[config.mk]
export PLATFORM = sky130hd
export DESIGN_NAME = vrbs_ctrl
export DESIGN_NICKNAME = d
export VERILOG_FILES = /design/src/vrbs_pkg.sv /design/src/vrbs_ctrl.sv
export SDC_FILE = /design/constraint.sdc
export NUM_CORES = 1
export LEC_CHECK = 0
export ABC_AREA = 1
export BUFFER_PORTS_ARGS = -buffer_cell sky130_fd_sc_hd__buf_2
export CORE_AREA = 2 2 39 41
export DETAILED_ROUTE_END_ITERATION = 10
export DIE_AREA = 0 0 41 43
export PLACE_DENSITY = 0.33
export SYNTH_ARGS = -nofsm -noshare
export SYNTH_HDL_FRONTEND = slang
export SYNTH_SLANG_ARGS = --single-unit
[constraint.sdc]
create_clock -name clk -period 1.35 [get_ports clk]
set_clock_uncertainty 0.1 [all_clocks]
set_input_delay 0.135 -clock clk [delete_from_list [all_inputs] [get_ports clk]]
set_output_delay 0.135 -clock clk [all_outputs]
set_load 0.01 [all_outputs]
[src/vrbs_pkg.sv]
// Shared types and constants for the variable record byte stack.
// No dependencies; imported by every module of the block.
`timescale 1ns / 1ps
`default_nettype none

package vrbs_pkg;

	// default sizing, handed down from the top level
	localparam int DATA_DEPTH_DEF  = 4096;
	localparam int MAX_RECORDS_DEF = 256;
	localparam int MAX_POP_LEN_DEF = 64;

	// stream widths (fixed by the field layout)
	localparam int IN_TDATA_W  = 16; // push_byte[7:0], byte_present[8], pop_length[15:9]
	localparam int OUT_TDATA_W = 16; // out_byte[7:0], record_index[15:8]
	localparam int OUT_TUSER_W = 3;  // status
	localparam int LEN_W       = 7;

	typedef enum logic {
		REQ_PUSH = 1'b0,
		REQ_POP  = 1'b1
	} req_t;

	typedef enum logic [OUT_TUSER_W-1:0] {
		ST_PUSH_DONE = 3'd0,
		ST_POP_BYTE  = 3'd1,
		ST_POP_NONE  = 3'd2,
		ST_EMPTY     = 3'd3,
		ST_TOO_LONG  = 3'd4,
		ST_NO_SPACE  = 3'd5
	} status_t;

	typedef enum logic [1:0] {
		S_IDLE,
		S_LOOKUP,
		S_STREAM
	} state_t;

	// controller -> datapath
	typedef struct packed {
		logic push;        // push beat taken
		logic pop_start;   // pop beat taken
		logic pop_single;  // pop answered with one result (too long or zero length)
		logic issue;       // read next record byte
		logic load_byte;   // move read byte into output register
		logic finish;      // last byte loaded, drop the record
	} cmd_t;

	// datapath -> controller
	typedef struct packed {
		logic out_free;    // output register can take a result this cycle
		logic empty;       // no complete record on the stack
		logic pop_ends;    // looked-up pop ends in one result
		logic pend;        // byte read data waiting
		logic all_issued;  // every requested byte read
		logic last_emit;   // next loaded byte is the last one
	} sts_t;

endpackage

`default_nettype wire

[src/vrbs_ctrl.sv]
// Sequencer for the record stack: accepts beats, walks a pop through lookup
// and byte streaming. Depends on vrbs_pkg.
`timescale 1ns / 1ps
`default_nettype none

module vrbs_ctrl (
	input  wire logic          clk,
	input  wire logic          arst_n,
	input  wire logic          s_tvalid,
	input  wire logic          s_tuser,
	output logic               s_tready,
	input  vrbs_pkg::sts_t     sts,
	output vrbs_pkg::cmd_t     cmd
);
	import vrbs_pkg::*;

	state_t state_q, state_nxt;
	logic   acc;

	assign acc = s_tvalid && s_tready;

	always_ff @(posedge clk or negedge arst_n) begin
		if (!arst_n) begin
			state_q <= S_IDLE;
		end else begin
			state_q <= state_nxt;
		end
	end

	always_comb begin
		state_nxt = state_q;
		case (state_q)
			S_IDLE: begin
				if (acc && s_tuser == REQ_POP && !sts.empty) state_nxt = S_LOOKUP;
			end
			S_LOOKUP: begin
				if (!sts.pop_ends) state_nxt = S_STREAM;
				else if (sts.out_free) state_nxt = S_IDLE;
			end
			S_STREAM: begin
				if (sts.pend && sts.out_free && sts.last_emit) state_nxt = S_IDLE;
			end
			default: state_nxt = S_IDLE;
		endcase
	end

	always_comb begin
		s_tready = 1'b0;
		cmd      = '0;
		case (state_q)
			S_IDLE: begin
				s_tready      = sts.out_free;
				cmd.push      = acc && s_tuser == REQ_PUSH;
				cmd.pop_start = acc && s_tuser == REQ_POP;
			end
			S_LOOKUP: begin
				cmd.pop_single = sts.pop_ends && sts.out_free;
			end
			S_STREAM: begin
				cmd.load_byte = sts.pend && sts.out_free;
				cmd.issue     = !sts.all_issued && (!sts.pend || sts.out_free);
				cmd.finish    = sts.pend && sts.out_free && sts.last_emit;
			end
			default: begin
				s_tready = 1'b0;
			end
		endcase
	end

endmodule

`default_nettype wire

## After elaboration in Yosys (flattened, before gate mapping)

Cells that the tools add are included.

| word-level totals | value |
|---|---|
| bits in read-only memories | 0 |
| bits in latches | 0 |
| register bits after elaboration | 2 |
| bits in writable memories | 0 |
| memories kept | 0 |
| input port bits | 10 |

| operators by class | value |
|---|---|
| shift operators | 0 |
| order comparisons | 0 |
| add/sub/neg operators | 0 |
| $mul | 0 |
| divide/modulo/power cells | 0 |
| eq/ne operators | 5 |
| reductions and logical operators | 14 |
| mux-type cells | 9 |
| bitwise operators | 1 |

Operator list:

| operator | number |
|---|---|
| $mux W2 | 5 |
| $logic_and A1 B1 Y1 | 8 |
| $pmux W2 S3 | 1 |
| $ne A2 B2 Y1 const B | 2 |
| $logic_not A1 Y1 | 3 |
| $mux W3 | 1 |
| $ne A3 B3 Y1 const B | 1 |
| $reduce_and A3 Y1 | 1 |
| $eq A2 B1 Y1 const B | 1 |
| $eq A2 B2 Y1 const B | 1 |
| $logic_not A2 Y1 | 1 |
| $mux W1 | 2 |
| $logic_or A1 B1 Y1 | 1 |
| $not A1 Y1 | 1 |

## Longest topological paths before layout

| depth | value |
|---|---|
| word-level depth | 7 |
| gate-level depth with buffers | 4 |
| depth with buffers taken out | 4 |

## Least setup slack after synthesis

Ideal clock, no wire load.

| path | value |
|---|---|
| path type | reg2out |
| start | register state_q[0] |
| end | output port cmd[5] in the netlist's numbering |
| arrival time | 910 ps |
| slack | 205 ps |
| data required time | 1115 ps |
| stages on the path, launching flop included | 4 |
| buffers on the path | 0 |
| cell sequence | dfrtp_1 -> nor3_2 -> nand2_1 -> nor2_1 |

RTL lines:

| what | line | source |
|---|---|---|
| start: declaration | vrbs_ctrl.sv:17 | `state_t state_q, state_nxt;` |
| start signal: assignment | vrbs_ctrl.sv:26 | `state_q <= state_nxt;` |
| end: declaration | vrbs_ctrl.sv:13 | `output vrbs_pkg::cmd_t cmd` |

==> flow_results.org <==
** Status
- The flow ran to the end, and the final reports show no timing, DRC or antenna violations.

** Floorplan
- The floorplan step defined a die boundary enclosing 1763 um2.
- Die boundary height :: 43 um
- After floorplanning, the core was divided into 14 placement rows.
- Die width :: 41 um
- Once the floorplan was initialized, standard cells occupied 11.30% of the core.
- Number of top-level design ports :: 17
- The total area inside the core boundary comes to 1384 um2.

** Setup path
- Along the worst path, the maximum fanout reaches 5.
- Minimum setup slack among reg-to-reg paths :: 0.23 ns
- The startpoint identified for the worst register-to-register timing path is state_q[1].
- Worst path arrival time :: 1.11 ns
- The worst register-to-register path has a depth of 4.
- The worst setup path is launched from a flip-flop.
- The endpoint identified for the worst register-to-register timing path is state_q[0].
- STA classifies the critical path endpoint as an output port.
- The critical path is of the flip-flop to output port type.
- Endpoint required time on the critical path :: 1.12 ns

** Place
- The count of buffers added on input and output ports is 16.
- Routability-driven placement congestion ratio :: 0.6470
- Post-detail-place hpwl :: 456.4 um
- Total placed cells including tap cells :: 57
- Placement-stage cell area :: 256.5 um2

** Power
- IR analysis of the VDD net gives a maximum drop of 0.0002528 V.
- Total power draw :: 0.0003001 W
- Pleak :: 0.1773 nW
- Cell area power density :: 922.4 nW/um2

** Layout
- Register name with the most flops :: state_q
- Once layout is complete, the utilization of the core stands at 23.51%.
- Top flop regs :: state_q: 2 flops
- Fraction of final layout cells sized beyond drive strength 1 :: 50.00%
- Number of nets in the layout :: 60
- Compared with the post-synthesis result, the final layout area differs by 108.0%.
- After the flow finishes, the layout carries non-filler instances totaling 64.
- The register with the most flip-flops in the layout has 2 of them.
- Ant diodes :: 0
- Final instance area :: 325.3 um2

** Yosys
- Post-synthesis cell count :: 25
- Average instance area after synthesis :: 6.256 um2
- For this run, the number of Yosys warnings is 0.
- Yosys mapped the design onto 11 distinct sky130hd cell types.
- Library cell occupying the most area in the post-synthesis netlist :: dfrtp_1
- After synthesis, the largest area contributor takes up 32.00% of total cell area.
- The synthesized netlist occupies a cell area of 156.4 um2.
- The share of the Yosys chip area taken by registers is 32.00%.
- In the post-synthesis netlist, the biggest area contributors are dfrtp_1 (32%), nand2_1 (14%), nor2_1 (14%).
- Seq cells post-synth :: 2
- Synthesis produced a netlist with a net count of 35.

** STA
- Min Hold Slack :: 0.05062 ns
- The worst pin sits at a relative slew slack of 88.69%.
- At the pin with the least slew margin, the transition time is 0.1679 ns.
- The final critical path takes up 99.68% of the cycle.
- Slew Limit Fails :: 0
- Total setup violations reported at the end of the flow :: 0
- The number of endpoints with negative hold slack in the final report is 0.
- Highest clock rate :: 743.1 MHz
- RSZ-0062 raised after global routing :: true
- For the finished layout, the period the worst path requires is 1.346 ns.

** Detailed routing
- Final routed DRC violation total :: 0
- For this block, the initial DRC count from the detailed router was 1.
- DR vias/cell :: 3.828
- Vias post-DR :: 245
- In the final routed layout, each cell accounts on average for 9.156 um.
- For this block, the routed nets add up to 586 um of wire.
- The detail route stage leaves a number of antenna-violating nets equal to 0.
- Before antenna repair, the detailed router went through 2 iterations.

** Flow run
- Max-cap violations in this run came to 0.

** CTS
- Number of buffers created by CTS :: 3
- TritonCTS clock tree :: built
- Clock Tree Root :: clkbuf_4
- Number of clock sinks :: 2
- Clock-pin slew was measured on the worst setup and hold paths at 0.03 ns.
- Maximum level of the CTS H-tree :: 1
- In this run the deepest clock path goes through 2 buffers.
- The later pin in the worst-skew pair is clocked with a latency of 0.23 ns.

** Hold path
- Hold Crit Depth :: 2
- The startpoint identified for the worst hold timing path is sts[3].
- In this run the worst hold path is classified as input pin to flip-flop.
- WHS Endpoint :: state_q[1]

** GRT
- The first global-routing pass estimated 828 um of wire.
- Pin count of the biggest net entering global routing :: 6
- Initial antenna violation count :: 0
- Global routing finished with a remaining overflow of 0.
- The via count of the first global-routing pass is 217.
- Global routing used 7.932% of the available tracks across all layers.
==> per-layer routing <==
layer	track usage, %	vias to the layer above	share of wire, %
met5	0	-	0
met1	8.360	98	46
met4	10.00	0	3.1
li1	-	127	-
met2	9.688	18	39
met3	3.665	2	11
==> cell families after synthesis <==
family / Yosys count / share of synthesized area [%]
and+or+nand+nor: 16 / 45.60
buffers and inverters: 4 / 9.597
AOI/OAI and AO/OA: 3 / 12.80
DFF: 2 / 32.00
==> layout make-up <==
| type | count | area [um2] |
|---|---|---|
| tap | 16 | 20.02 |
| sequential | 2 | 50.05 |
| multi-input combinational | 19 | 96.34 |
| fill | 163 | 1059 |
| timing repair buffer | 20 | 121.4 |
| clock buffer | 3 | 22.52 |
| inverter | 4 | 15.01 |
==> repair_timing <==
item	CTS	global route
hold endpoints to repair	3	0
resized for setup	0	2
hold buffers	2	0
pin swaps	1	2
setup endpoints to repair	3	5
buffers inserted	2	0
==> report_power, final <==
part,leakage [nW],internal [W],switching [W],total [W]
logic,0.136,0.0000465,0.0000424,0.0000889
clock network,0.0138,0.0000983,0.0000373,0.000136
registers,0.0271,0.0000668,0.00000879,0.0000755
==> Yosys cell counts <==
cell,count
nor3_2,1
o21ai_0,1
nand2_1,6
inv_1,3
inv_2,1
nor2_1,6
a211oi_1,1
nand4_1,1
o21bai_1,1
nand3_1,2
dfrtp_1,2
==> cell usage in the layout, fill, tap and decap left out, drive strengths merged <==
| cell type | Yosys | routed |
|---|---|---|
| nand3 | 2 | 2 |
| nor3 | 1 | 1 |
| dfrtp | 2 | 2 |
| o21bai | 1 | 1 |
| buf | 0 | 18 |
| dlygate4sd3 | 0 | 2 |
| nor2 | 6 | 6 |
| o21ai | 1 | 1 |
| nand2 | 6 | 6 |
| inv | 4 | 4 |
| clkbuf | 0 | 3 |
| a211oi | 1 | 1 |
| nand4 | 1 | 1 |
==> how the worst max path moves through the flow <==
| stage | from | endpoint |
|---|---|---|
| floorplan | state_q[0] | cmd[5] |
| global placement | state_q[1] | cmd[5] |
| detailed placement | state_q[0] | cmd[5] |
| CTS | state_q[1] | cmd[5] |
| global route | state_q[1] | cmd[5] |
| finish | state_q[1] | cmd[5] |
==> worst max-delay path, stage by stage (launching register included) <==
cell     delay [ns]
dfrtp_1        0.41
nor3_2         0.19
nand2_1        0.07
nor2_1         0.08
buf_2          0.13
==> through the flow <==
step                      setup slack [ns]  setup TNS [ns]
after detailed placement            0.1996               0
final                             0.004273               0
after floorplan                     0.2055               0
after global placement              0.1908               0
after CTS                         -0.02749        -0.05090
after global routing               -0.1015         -0.2330
Power figures use the tool's default switching activity.
